**config.mk**
```make
export PLATFORM = sky130hd
export DESIGN_NAME = json_string_unescape_utf8_unit_flat
export DESIGN_NICKNAME = d
export VERILOG_FILES = /design/src/rtl/jsu_pkg.sv /design/src/rtl/jsu_in_if.sv /design/src/rtl/jsu_out_if.sv /design/src/rtl/jsu_decode.sv /design/src/rtl/jsu_emit.sv /design/src/rtl/json_string_unescape_utf8_unit.sv /design/src/flat_wrapper.sv
export SDC_FILE = /design/constraint.sdc
export NUM_CORES = 1
export LEC_CHECK = 0
export BUFFER_PORTS_ARGS = -buffer_cell sky130_fd_sc_hd__buf_2
export CAP_MARGIN = 10
export CORE_MARGIN = 10
export CORE_UTILIZATION = 63
export DETAILED_ROUTE_END_ITERATION = 10
export MAX_ROUTING_LAYER = met4
export PLACE_DENSITY = 0.91
export SYNTH_ARGS = -nofsm -noshare
export SYNTH_HDL_FRONTEND = slang
export SYNTH_SLANG_ARGS = --single-unit
```
**constraint.sdc**
```tcl
create_clock -name clk_i -period 8.9 [get_ports clk_i]
set_input_delay 0.89 -clock clk_i [delete_from_list [all_inputs] [get_ports clk_i]]
set_output_delay 0.89 -clock clk_i [all_outputs]
set_load 0.01 [all_outputs]
```
**src/rtl/jsu_pkg.sv**
```systemverilog
// Shared types and constants of the JSON string unescape unit.
package jsu_pkg;

  localparam int MaxRes = 4;
  localparam int CntW   = $clog2(MaxRes + 1);
  localparam int IdxW   = $clog2(MaxRes);

  typedef enum logic [1:0] {
    KIND_DATA = 2'd0,
    KIND_DONE = 2'd1,
    KIND_ERR  = 2'd2
  } jsu_kind_e;

  typedef enum logic [2:0] {
    ERR_NO_QUOTE   = 3'd0,
    ERR_CTRL       = 3'd1,
    ERR_BAD_ESC    = 3'd2,
    ERR_BAD_HEX    = 3'd3,
    ERR_UNPAIR_HI  = 3'd4,
    ERR_BAD_LOW    = 3'd5,
    ERR_UNPAIR_LO  = 3'd6,
    ERR_BAD_UTF8   = 3'd7
  } jsu_err_e;

  typedef struct packed {
    jsu_kind_e   kind;
    logic [7:0]  data;
    logic [2:0]  code;
  } jsu_res_t;

  typedef struct packed {
    jsu_res_t [MaxRes-1:0] res;
    logic [CntW-1:0]       cnt;
  } jsu_grp_t;

endpackage

```
**src/rtl/jsu_in_if.sv**
```systemverilog
// Input byte channel of the JSON string unescape unit.
interface jsu_in_if;
  logic       valid;
  logic       ready;
  logic [7:0] in_byte;

  modport source (output valid, output in_byte, input ready);
  modport sink (input valid, input in_byte, output ready);
endinterface

```
**src/rtl/jsu_out_if.sv**
```systemverilog
// Result word channel of the JSON string unescape unit.
interface jsu_out_if;
  logic       valid;
  logic       ready;
  logic [1:0] kind;
  logic [7:0] out_byte;
  logic [2:0] error_code;
  logic       last;

  modport source (output valid, output kind, output out_byte, output error_code,
                  output last, input ready);
  modport sink (input valid, input kind, input out_byte, input error_code,
                input last, output ready);
endinterface

```
**src/rtl/jsu_decode.sv**
```systemverilog
// Parser state and one-pass decode of an input byte into a group of result words.
module jsu_decode (
  input  logic              clk_i,
  input  logic              rst_ni,
  input  logic              accept_i,
  input  logic [7:0]        in_byte_i,
  output jsu_pkg::jsu_grp_t grp_o
);
  import jsu_pkg::*;

  typedef enum logic [3:0] {
    PH_IDLE    = 4'd0,
    PH_STR     = 4'd1,
    PH_ESC     = 4'd2,
    PH_HEX     = 4'd3,
    PH_LOW_BS  = 4'd4,
    PH_LOW_U   = 4'd5,
    PH_LOW_HEX = 4'd6
  } phase_e;

  phase_e      phase_q, phase_d;
  logic [11:0] hex_acc_q, hex_acc_d;
  logic [1:0]  hex_cnt_q, hex_cnt_d;
  logic [9:0]  hi_bits_q, hi_bits_d;
  logic [1:0]  u8_pend_q, u8_pend_d;
  logic [1:0]  u8_len_q, u8_len_d;
  logic [4:0]  u8_lead_q, u8_lead_d;

  logic        fail;
  jsu_err_e    fail_code;
  logic [4:0]  hex_d;
  logic [15:0] hex_full;
  logic [10:0] cp2;
  logic        u8_bad;
  logic [20:0] cp_pair;
  logic [7:0]  b;

  function automatic jsu_res_t data_res(input logic [7:0] d);
    jsu_res_t r;
    r.kind = KIND_DATA;
    r.data = d;
    r.code = '0;
    return r;
  endfunction

  function automatic jsu_grp_t push(input jsu_grp_t g, input logic [7:0] d);
    jsu_grp_t r;
    r = g;
    r.res[g.cnt[IdxW-1:0]] = data_res(d);
    r.cnt = g.cnt + CntW'(1);
    return r;
  endfunction

  function automatic logic [4:0] hex_value(input logic [7:0] c);
    logic [4:0] r;
    r = '0;
    if (c >= "0" && c <= "9") begin
      r = {1'b1, 4'(c - "0")};
    end else if (c >= "a" && c <= "f") begin
      r = {1'b1, 4'(c - "a" + 8'd10)};
    end else if (c >= "A" && c <= "F") begin
      r = {1'b1, 4'(c - "A" + 8'd10)};
    end
    return r;
  endfunction

  function automatic jsu_grp_t enc_utf8(input logic [20:0] cp);
    jsu_grp_t g;
    g = '0;
    if (cp <= 21'h7F) begin
      g = push(g, cp[7:0]);
    end else if (cp <= 21'h7FF) begin
      g = push(g, {3'b110, cp[10:6]});
      g = push(g, {2'b10, cp[5:0]});
    end else if (cp <= 21'hFFFF) begin
      g = push(g, {4'b1110, cp[15:12]});
      g = push(g, {2'b10, cp[11:6]});
      g = push(g, {2'b10, cp[5:0]});
    end else begin
      g = push(g, {5'b11110, cp[20:18]});
      g = push(g, {2'b10, cp[17:12]});
      g = push(g, {2'b10, cp[11:6]});
      g = push(g, {2'b10, cp[5:0]});
    end
    return g;
  endfunction

  assign b        = in_byte_i;
  assign hex_d    = hex_value(b);
  assign hex_full = {hex_acc_q, hex_d[3:0]};
  assign cp2      = {u8_lead_q, b[5:0]};
  assign cp_pair  = 21'h10000 + {1'b0, hi_bits_q, hex_full[9:0]};
  assign u8_bad   = (u8_pend_q == u8_len_q) &&
                    ((u8_len_q == 2'd2 && (cp2 < 11'h20 ||
                                           (cp2 >= 11'h360 && cp2 <= 11'h37F))) ||
                     (u8_len_q == 2'd3 && (cp2 < 11'h10 || cp2 > 11'h10F)));

  always_comb begin
    phase_d   = phase_q;
    hex_acc_d = hex_acc_q;
    hex_cnt_d = hex_cnt_q;
    hi_bits_d = hi_bits_q;
    u8_pend_d = u8_pend_q;
    u8_len_d  = u8_len_q;
    u8_lead_d = u8_lead_q;
    fail      = 1'b0;
    fail_code = ERR_NO_QUOTE;
    grp_o     = '0;

    case (phase_q)
      PH_STR: begin
        if (b == "\"") begin
          if (u8_pend_q != 2'd0) begin
            fail      = 1'b1;
            fail_code = ERR_BAD_UTF8;
          end else begin
            grp_o.res[0].kind = KIND_DONE;
            grp_o.cnt         = CntW'(1);
            phase_d           = PH_IDLE;
            hex_acc_d         = '0;
            hex_cnt_d         = '0;
            hi_bits_d         = '0;
          end
        end else if (b < 8'h20) begin
          fail      = 1'b1;
          fail_code = ERR_CTRL;
        end else if (b == "\\") begin
          if (u8_pend_q != 2'd0) begin
            fail      = 1'b1;
            fail_code = ERR_BAD_UTF8;
          end else begin
            phase_d = PH_ESC;
          end
        end else if (u8_pend_q == 2'd0) begin
          if (!b[7]) begin
            grp_o = push(grp_o, b);
          end else if (b >= 8'hC2 && b <= 8'hDF) begin
            u8_len_d  = 2'd1;
            u8_pend_d = 2'd1;
            u8_lead_d = b[4:0];
            grp_o     = push(grp_o, b);
          end else if (b >= 8'hE0 && b <= 8'hEF) begin
            u8_len_d  = 2'd2;
            u8_pend_d = 2'd2;
            u8_lead_d = {1'b0, b[3:0]};
            grp_o     = push(grp_o, b);
          end else if (b >= 8'hF0 && b <= 8'hF4) begin
            u8_len_d  = 2'd3;
            u8_pend_d = 2'd3;
            u8_lead_d = {2'b00, b[2:0]};
            grp_o     = push(grp_o, b);
          end else begin
            fail      = 1'b1;
            fail_code = ERR_BAD_UTF8;
          end
        end else if (b[7:6] != 2'b10 || u8_bad) begin
          fail      = 1'b1;
          fail_code = ERR_BAD_UTF8;
        end else begin
          u8_pend_d = u8_pend_q - 2'd1;
          if (u8_pend_q == 2'd1) begin
            u8_len_d  = '0;
            u8_lead_d = '0;
          end
          grp_o = push(grp_o, b);
        end
      end
      PH_ESC: begin
        phase_d = PH_STR;
        case (b)
          "\"":    grp_o = push(grp_o, b);
          "\\":    grp_o = push(grp_o, b);
          "/":     grp_o = push(grp_o, b);
          "b":     grp_o = push(grp_o, 8'h08);
          "f":     grp_o = push(grp_o, 8'h0C);
          "n":     grp_o = push(grp_o, 8'h0A);
          "r":     grp_o = push(grp_o, 8'h0D);
          "t":     grp_o = push(grp_o, 8'h09);
          "u": begin
            phase_d   = PH_HEX;
            hex_acc_d = '0;
            hex_cnt_d = '0;
          end
          default: begin
            fail      = 1'b1;
            fail_code = ERR_BAD_ESC;
          end
        endcase
      end
      PH_HEX, PH_LOW_HEX: begin
        if (!hex_d[4]) begin
          fail      = 1'b1;
          fail_code = ERR_BAD_HEX;
        end else if (hex_cnt_q != 2'd3) begin
          hex_acc_d = hex_full[11:0];
          hex_cnt_d = hex_cnt_q + 2'd1;
        end else begin
          hex_acc_d = '0;
          hex_cnt_d = '0;
          if (phase_q == PH_HEX) begin
            if (hex_full >= 16'hD800 && hex_full <= 16'hDBFF) begin
              hi_bits_d = hex_full[9:0];
              phase_d   = PH_LOW_BS;
            end else if (hex_full >= 16'hDC00 && hex_full <= 16'hDFFF) begin
              fail      = 1'b1;
              fail_code = ERR_UNPAIR_LO;
            end else begin
              grp_o   = enc_utf8({5'd0, hex_full});
              phase_d = PH_STR;
            end
          end else if (hex_full < 16'hDC00 || hex_full > 16'hDFFF) begin
            fail      = 1'b1;
            fail_code = ERR_BAD_LOW;
          end else begin
            grp_o     = enc_utf8(cp_pair);
            hi_bits_d = '0;
            phase_d   = PH_STR;
          end
        end
      end
      PH_LOW_BS: begin
        if (b == "\\") begin
          phase_d = PH_LOW_U;
        end else begin
          fail      = 1'b1;
          fail_code = ERR_UNPAIR_HI;
        end
      end
      PH_LOW_U: begin
        if (b == "u") begin
          phase_d   = PH_LOW_HEX;
          hex_acc_d = '0;
          hex_cnt_d = '0;
        end else begin
          fail      = 1'b1;
          fail_code = ERR_UNPAIR_HI;
        end
      end
      default: begin
        if (b == "\"") begin
          phase_d   = PH_STR;
          hex_acc_d = '0;
          hex_cnt_d = '0;
          hi_bits_d = '0;
          u8_pend_d = '0;
          u8_len_d  = '0;
          u8_lead_d = '0;
        end else begin
          fail      = 1'b1;
          fail_code = ERR_NO_QUOTE;
        end
      end
    endcase

    if (fail) begin
      grp_o             = '0;
      grp_o.res[0].kind = KIND_ERR;
      grp_o.res[0].code = fail_code;
      grp_o.cnt         = CntW'(1);
      phase_d           = PH_IDLE;
      hex_acc_d         = '0;
      hex_cnt_d         = '0;
      hi_bits_d         = '0;
      u8_pend_d         = '0;
      u8_len_d          = '0;
      u8_lead_d         = '0;
    end
  end

  always_ff @(posedge clk_i or negedge rst_ni) begin
    if (!rst_ni) begin
      phase_q   <= PH_IDLE;
      hex_acc_q <= '0;
      hex_cnt_q <= '0;
      hi_bits_q <= '0;
      u8_pend_q <= '0;
      u8_len_q  <= '0;
      u8_lead_q <= '0;
    end else if (accept_i) begin
      phase_q   <= phase_d;
      hex_acc_q <= hex_acc_d;
      hex_cnt_q <= hex_cnt_d;
      hi_bits_q <= hi_bits_d;
      u8_pend_q <= u8_pend_d;
      u8_len_q  <= u8_len_d;
      u8_lead_q <= u8_lead_d;
    end
  end

  a_err_to_idle: assert property (@(posedge clk_i) disable iff (!rst_ni)
    (accept_i && grp_o.cnt != '0 && grp_o.res[0].kind == KIND_ERR) |=> phase_q == PH_IDLE)
    else $error("error word did not return parser to idle");

  a_multi_data: assert property (@(posedge clk_i) disable iff (!rst_ni)
    grp_o.cnt > CntW'(1) |-> (grp_o.res[0].kind == KIND_DATA &&
                              grp_o.res[1].kind == KIND_DATA))
    else $error("multi-word group holds a non-data word");

  a_pend_len: assert property (@(posedge clk_i) disable iff (!rst_ni)
    u8_pend_q <= u8_len_q)
    else $error("pending continuation count exceeds sequence length");

endmodule

```
**src/rtl/jsu_emit.sv**
```systemverilog
// Result group register that hands out its words one per handshake.
module jsu_emit (
  input  logic              clk_i,
  input  logic              rst_ni,
  input  logic              load_i,
  input  jsu_pkg::jsu_grp_t grp_i,
  output logic              ready_o,
  jsu_out_if.source         out_o
);
  import jsu_pkg::*;

  jsu_grp_t        grp_q;
  logic            busy_q;
  logic [IdxW-1:0] idx_q;
  jsu_res_t        cur;
  logic            last_w;
  logic            take;

  assign cur    = grp_q.res[idx_q];
  assign last_w = ({1'b0, idx_q} == grp_q.cnt - CntW'(1));
  assign take   = busy_q && out_o.ready;
  assign ready_o = !busy_q || (out_o.ready && last_w);

  assign out_o.valid      = busy_q;
  assign out_o.kind       = cur.kind;
  assign out_o.out_byte   = cur.data;
  assign out_o.error_code = cur.code;
  assign out_o.last       = last_w;

  always_ff @(posedge clk_i or negedge rst_ni) begin
    if (!rst_ni) begin
      busy_q <= 1'b0;
      idx_q  <= '0;
    end else if (load_i && grp_i.cnt != '0) begin
      busy_q <= 1'b1;
      idx_q  <= '0;
    end else if (take) begin
      if (last_w) begin
        busy_q <= 1'b0;
        idx_q  <= '0;
      end else begin
        idx_q <= idx_q + IdxW'(1);
      end
    end
  end

  always_ff @(posedge clk_i) begin
    if (load_i && grp_i.cnt != '0) begin
      grp_q <= grp_i;
    end
  end

  a_busy_cnt: assert property (@(posedge clk_i) disable iff (!rst_ni)
    busy_q |-> (grp_q.cnt != '0 && {1'b0, idx_q} < grp_q.cnt))
    else $error("word index outside loaded group");

  a_drain: assert property (@(posedge clk_i) disable iff (!rst_ni)
    (take && last_w && !load_i) |=> !busy_q)
    else $error("group not released after last word");

  a_load_ready: assert property (@(posedge clk_i) disable iff (!rst_ni)
    (load_i && busy_q) |-> (take && last_w))
    else $error("group loaded over undelivered words");

endmodule

```
**src/rtl/json_string_unescape_utf8_unit.sv**
```systemverilog
// Top level of the JSON string unescape and UTF-8 validation unit.
// The first result word of a byte is registered and valid in the cycle after the byte is taken.
// Throughput: one byte per cycle while the output is ready and each byte gives at most
// one word; a byte that gives more words (a \u escape encodes to up to four) holds the
// input until the single result group register has drained, one word per ready cycle.
// Reset: parser returns to idle awaiting an opening quote, result register empties.
module json_string_unescape_utf8_unit (
  input  logic      clk_i,
  input  logic      rst_ni,
  jsu_in_if.sink    in_i,
  jsu_out_if.source out_o
);
  import jsu_pkg::*;

  jsu_grp_t grp;
  logic     accept;
  logic     ready;

  assign in_i.ready = ready;
  assign accept     = in_i.valid && ready;

  jsu_decode u_decode (
    .clk_i     (clk_i),
    .rst_ni    (rst_ni),
    .accept_i  (accept),
    .in_byte_i (in_i.in_byte),
    .grp_o     (grp)
  );

  jsu_emit u_emit (
    .clk_i   (clk_i),
    .rst_ni  (rst_ni),
    .load_i  (accept),
    .grp_i   (grp),
    .ready_o (ready),
    .out_o   (out_o)
  );

endmodule
```
**src/flat_wrapper.sv**
```systemverilog
// flat-port wrapper written by rule: the top's interface ports become plain ports
module json_string_unescape_utf8_unit_flat import jsu_pkg::*;
  (clk_i, rst_ni, in_i_valid, in_i_in_byte, in_i_ready, out_o_valid, out_o_kind, out_o_out_byte, out_o_error_code, out_o_last, out_o_ready);
  jsu_in_if in_i_i ();
  jsu_out_if out_o_i ();
  input  logic clk_i;
  input  logic rst_ni;
  input wire logic [$bits(in_i_i.valid)-1:0] in_i_valid;
  input wire logic [$bits(in_i_i.in_byte)-1:0] in_i_in_byte;
  output wire logic [$bits(in_i_i.ready)-1:0] in_i_ready;
  output wire logic [$bits(out_o_i.valid)-1:0] out_o_valid;
  output wire logic [$bits(out_o_i.kind)-1:0] out_o_kind;
  output wire logic [$bits(out_o_i.out_byte)-1:0] out_o_out_byte;
  output wire logic [$bits(out_o_i.error_code)-1:0] out_o_error_code;
  output wire logic [$bits(out_o_i.last)-1:0] out_o_last;
  input wire logic [$bits(out_o_i.ready)-1:0] out_o_ready;
  assign in_i_i.valid = in_i_valid;
  assign in_i_i.in_byte = in_i_in_byte;
  assign in_i_ready = in_i_i.ready;
  assign out_o_valid = out_o_i.valid;
  assign out_o_kind = out_o_i.kind;
  assign out_o_out_byte = out_o_i.out_byte;
  assign out_o_error_code = out_o_i.error_code;
  assign out_o_last = out_o_i.last;
  assign out_o_i.ready = out_o_ready;
  json_string_unescape_utf8_unit u_core (.clk_i(clk_i), .rst_ni(rst_ni), .in_i(in_i_i), .out_o(out_o_i));
endmodule
```
[Word level (Yosys, flattened, before mapping)]
Index checks and enable logic that the tools add are counted.
Word-level totals
  logic and storage cells: 307
  register bits: 95
Operators by class
  order comparisons: 30
  multiplexer cells: 155
  equality and inequality tests: 45
  $add $sub $neg: 10
  reductions and logical operators: 45
Operator list (count)
  $mux W55: 6
  $mux W53: 4
  $pmux W55 S3: 1
  $mux W40: 4
  $mux W10: 9
  $mux W12: 7
  $pmux W14 S6: 1
  $mux W5: 15
  $mux W14: 5
  $mux W2: 30
  $mux W4: 15
  $mux W3: 19
  $eq A8 B7 Y1 const B: 7
  $pmux W12 S4: 1
  $mux W39: 1
  $ge A16 B16 Y1 const B: 2
  $le A16 B16 Y1 const B: 2
  $pmux W10 S3: 1
  $bmux W13 S2: 1
  $mux W1: 25
  $ge A8 B8 Y1 const B: 3
  $le A8 B8 Y1 const B: 3
  $ne A3 B3 Y1 const B: 8
  $add A17 B20 Y21 const A: 1
  other kinds (65): 114

[Depth between registers and ports, before layout]
  word-level depth: 20
  mapped depth: 14
  depth with buffers taken out: 12

[Modules after synthesis]
From an unflattened synthesis, not the netlist that was laid out.
Second synthesis, totals
  cells, all modules: 660
  area total of the unflattened synthesis: 6433.7 µm²
Modules (own cells, without submodules)
  jsu_decode: cells an instance 563, area each 4207.8 µm², instances 1, sequential area each 900.9 µm²
  jsu_emit: cells an instance 96, area each 2219.6 µm², instances 1, sequential area each 1726.7 µm²
  json_string_unescape_utf8_unit: cells an instance 1, area each 6.3 µm², instances 1, sequential area each 0.0 µm²

[Least setup slack after synthesis]
No wires, ideal clock.
  path type: input-to-reg
  start: input in_i_in_byte[0]
  end: register u_core.u_emit.grp_q[0] (netlist name) (enable)
  buffers on the path: 1
  cell stages on the path: 12
  required time: 8.502 ns
  arrival time: 4.100 ns
  setup slack: 4.403 ns
  cells stage by stage: buf_2 -> inv_1 -> ha_1 -> or3b_1 -> a211oi_1 -> o22a_1 -> nand4_1 -> o2bb2ai_1 -> nor3_1 -> a211oi_1 -> o211ai_1 -> and2_1
On the way
  cells in the longest elaborated chain, start to end: 18
  elaborated cells between the ends (all ways): 111
  classes of those cells: add/sub (6); order compare (29); eq/ne (9); mux (46); reduce/logical (21)
Ends and longest elaborated chain
  from (decl): line flat_wrapper.sv:9  | input wire logic [$bits(in_i_i.in_byte)-1:0] in_i_in_byte;
  $sub A4 B1 Y4 (tied with other cells): line jsu_decode.sv:60, jsu_decode.sv:62
  $add A4 B4 Y4 / $logic_and A1 B1 Y1 (equally long branches): line jsu_decode.sv:60, jsu_decode.sv:62, jsu_decode.sv:61
  $mux W5: line jsu_decode.sv:61  | end else if (c >= "A" && c <= "F") begin
  $mux W5: line jsu_decode.sv:59  | end else if (c >= "a" && c <= "f") begin
  $mux W5: line jsu_decode.sv:57  | if (c >= "0" && c <= "9") begin
  $add A17 B20 Y21: line jsu_decode.sv:92  | assign cp_pair = 21'h10000 + {1'b0, hi_bits_q, hex_full[9:0]};
  $le A21 B16 Y1: line jsu_decode.sv:75  | end else if (cp <= 21'hFFFF) begin
  $mux W53: line jsu_decode.sv:75
  [2 not listed]
  $mux W53: line jsu_decode.sv:211  | end else if (hex_full < 16'hDC00 || hex_full > 16'hDFFF) begin
  $mux W55: line jsu_decode.sv:200  | if (phase_q == PH_HEX) begin
  $mux W55: line jsu_decode.sv:194  | end else if (hex_cnt_q != 2'd3) begin
  $mux W55: line jsu_decode.sv:191  | if (!hex_d[4]) begin
  $pmux W55 S3: line jsu_decode.sv:110  | case (phase_q)
  $mux W6 *: line jsu_decode.sv:255  | if (fail) begin
  $reduce_bool A3 Y1 *: line jsu_emit.sv:48  | if (load_i && grp_i.cnt != '0) begin
  $logic_and A1 B1 Y1 *: line jsu_emit.sv:48
  to (signal assigned): line jsu_emit.sv:49  | grp_q <= grp_i;
  to (decl): line jsu_emit.sv:12  | jsu_grp_t grp_q;
Mark *: on every way between the ends. The rest lies on a longest branch, timed or not.
A chain may end at the register's enable or synchronous reset.

[Worst setup path in the final report]
  start: input in_i_in_byte[0]
  end: register u_core.u_emit.grp_q[14] (netlist name) (enable)
The elaborated chain is that of the path after synthesis.

==> results.cfg <==
[synth]
dominantRegCellSynth = dfrtp_1
synth-edff-count = 37
synth.avg_cell_area_um2 = 8.88
yosysWarningCount = 0
syn_nets = 642
syn-cell-area_um2 = 5520
ys_seq_area_share_pct = 37.8
synth_cell_types = 78
synth_seq_cells = 76
netlist_instances = 622
async_flop_share_pct = 51.3

[status]
status = finished clean

[flow_run]
maxCapViolations = 0

[power]
p_comb_share_pct = 28.9
p_sw_uw = 365
power_density_nw_per_um2 = 171
power_frac_clock_pct = 26.5
intPower_uw = 624
total_power_uw = 989
p_leak_uw = 0.00230
seqPwrFrac_pct = 44.7
swShare_pct = 36.9
ir_drop_v = 0.0000929

[worst_setup_path]
cp.arrival_ps = 4670
crit_top_cell = a211oi_1
regToRegStartpoint = u_core.u_emit.idx_q[0]$_DFFE_PN0P_
reg2reg_depth = 9
critical_path_depth = 13
critPathBufInv = 3
cp-endpoint = u_core.u_emit.grp_q[14]$_SDFFCE_PN0P_
critical-path-top-delay-family = compound AO/OA/AOI/OAI gates
reg2reg_to = u_core.u_decode.hex_cnt_q[0]$_DFFE_PN0P_
cp_slowest_cell = nor2_1
worstPathRequired_ps = 8910
cpPeakStageDelay_ps = 620
cp_max_fo = 37
cp-end-kind = flop
cp-startpoint = in_i_in_byte[0]
startpoint_type = input pin
path_cells = buf_2, inv_1, ha_1, or3b_1, a211oi_1, o22a_1, a21o_1, a21oi_4, nor2_1, a211oi_1, o211ai_1, and2_1, buf_4
path_class = input pin to flop
rrSetupSlack_ps = 4910

[global_routing]
antenna_found_initial = 0
track_usage_pct = 26.2
grt_overflow_total = 0
grt_pass1_wl_um = 26400
grt_max_degree = 40
busiest_layer = met2
use_met3_pct = 5.88
grt_util_met2_pct = 38.1
grt_pass1_vias = 4884
met1_usage_pct = 34.9

[place]
hpwl_um = 12100
io_buffers = 27
gp_congestion = 1.01

[sta]
worst_slew_pin_slew_ps = 1160
setup_tns_ps = 0
setup_viol_count_final = 0
period_share_pct = 52.3
timing.fmax_mhz = 215
drv_slew = 0
fin_worst_skew_ps = 13.7
slew-limit-headroom_pct = 22.2
rsz0062_at_grt = false
period_minus_slack_ps = 4660
finalHoldViolations = 0

[finish]
drive_gt1_share_pct = 13.1
final_nets = 640
diodes = 0
syn_to_final_growth_pct = 4.94

[routing]
first_iter_violations = 718
vias_per_cell = 7.07
first_pass_iters = 6
vias = 5185
ant_nets = 0
drc_errors = 0
avgRoutedWirePerCell_um = 22.2
routed_wl_um = 16300

[clock_tree]
clock_latency_ps = 370
hold_buffers = 0
cts_buffer_depth = 2
clk_pin_slew_ps = 100
numCtsBuffers = 9
clkSinkCount = 76
cts_tree = done
cts_resized = 0
clock-root-buffer = clkbuf_8
cts_setup_buffers = 0
cts.htree.levels = 3

[min_path]
holdPathStages = 2
hold_class = flop to flop

[floorplanning]
die-area_um2 = 12900
die_w_um = 114
rows = 34
num_io_pins = 28
core_um2 = 8640
start_util_pct = 64.0
die_y_um = 114
==> sequential cells by signal, summed over array words and instances, names as in the netlist <==
signal / count
u_core.u_emit.idx_q: 2
u_core.u_decode.u8_lead_q: 5
u_core.u_emit.out_o.valid: 1
u_core.u_decode.hi_bits_q: 10
u_core.u_decode.phase_q: 3
u_core.u_decode.u8_len_q: 2
u_core.u_decode.hex_acc_q: 12
u_core.u_decode.u8_pend_q: 2
u_core.u_emit.grp_q: 37
u_core.u_decode.hex_cnt_q: 2
==> cells in the final DEF, fill, tap and decap left out, types with 15 or more instances in the layout <==
master / count
a21oi_1: 38
a22o_1: 16
and2_1: 17
buf_2: 27
dfrtp_1: 39
edfxtp_1: 37
inv_1: 24
nand2_1: 62
nand3_1: 20
nor2_1: 66
nor3_1: 15
o21ai_0: 36
==> tightest hold or removal path, cell delays in order (launching register included) <==
cell and delay [ps]:
dfrtp_1 360, nand2_1 50, o21ai_0 60
==> Yosys cell counts (all sizes together) (4+ instances only) <==
cell	number	area, µm²
a21o	5	37.5
or2	4	25.0
nand3b	4	30.0
nor4	9	75.1
nor3	15	75.1
o211ai	7	52.6
mux4	7	158
mux2i	13	130
a22oi	12	90.1
clkbuf	19	71.3
dfrtp	39	976
nand3	20	100
nand2b	9	56.3
mux2	6	78.8
edfxtp	37	1110
or3	5	36.3
a21oi	40	215
xnor2	6	52.6
nor3b	9	88.8
a31oi	5	37.5
nand4	6	37.5
inv	24	90.1
o22a	5	45.0
a221oi	4	35.0
nor2	67	254
a22o	17	158
o21bai	8	60.1
o31ai	9	72.6
o221ai	7	61.3
o21ai	41	205
nand2	62	233
and2	17	106
a211oi	4	30.0
ha	8	100
and3	11	68.8
buf	23	130
==> how the worst min path moves through the flow <==
stage	slack, ps	from	end
global placement	470	u_core.u_decode.hex_cnt_q[1]$_DFFE_PN0P_	u_core.u_decode.hex_cnt_q[1]$_DFFE_PN0P_
detailed placement	480	u_core.u_decode.hex_cnt_q[1]$_DFFE_PN0P_	u_core.u_decode.hex_cnt_q[1]$_DFFE_PN0P_
global route	540	u_core.u_decode.hex_cnt_q[1]$_DFFE_PN0P_	u_core.u_decode.hex_cnt_q[1]$_DFFE_PN0P_
floorplan	450	u_core.u_decode.hex_cnt_q[1]$_DFFE_PN0P_	u_core.u_decode.hex_cnt_q[1]$_DFFE_PN0P_
finish	500	u_core.u_decode.hex_cnt_q[1]$_DFFE_PN0P_	u_core.u_decode.hex_cnt_q[1]$_DFFE_PN0P_
CTS	510	u_core.u_decode.hex_cnt_q[1]$_DFFE_PN0P_	u_core.u_decode.hex_cnt_q[1]$_DFFE_PN0P_
==> stage by stage <==
stage | cells | instance area (µm²) | setup WS [ps] | util, % | hold slack, ps
3_3_place_gp | 717 | 5610 | 4070 | 64.9 | 469
5_1_grt | 733 | 5800 | 3920 | 67.1 | 544
2_1_floorplan | 622 | 5520 | 4400 | - | 454
3_5_place_dp | 717 | 5610 | 3970 | 64.9 | 484
6_report | 733 | 5800 | 4240 | 67.1 | 496
4_1_cts | 733 | 5800 | 4340 | 67.1 | 506
==> layout make-up <==
cell class	instances	area, µm²
timing repair buffer	29	150
clock inverter	7	65.1
inverter	25	98.8
clock buffer	9	124
sequential	76	2090
tap	108	135
fill	689	2840
multi-input combinational	479	3140
==> metal layers <==
metal  share of wire (%)  up-vias
met1                  42     2464
li1                    -     2327
met3                  10       62
met2                  44      332
met5                   0        -
met4                 3.6        0
==> cells by family (layout without fill, tap and decap cells) <==
| logic type | after synthesis | count (layout) | synth area share, % |
|---|---|---|---|
| AO/OA/AOI/OAI | 184 | 184 | 23.2 |
| XOR/XNOR | 8 | 8 | 1.27 |
| adder cells (fa/ha/maj) | 8 | 8 | 1.81 |
| buffers and inverters | 67 | 70 | 5.44 |
| flip-flops | 76 | 76 | 37.8 |
| multiplexers | 26 | 26 | 6.64 |
| AND/OR/NAND/NOR | 253 | 253 | 23.9 |
==> power groups by stage <==
stage	registers (µW)	clock network (µW)	logic (µW)
after floorplan	426	0	218
after global placement	447	0	279
after detailed placement	450	0	282
after CTS	442	264	284
after global routing	448	280	313
final	442	262	286
Note: power is estimated with default switching activity, not from simulation.
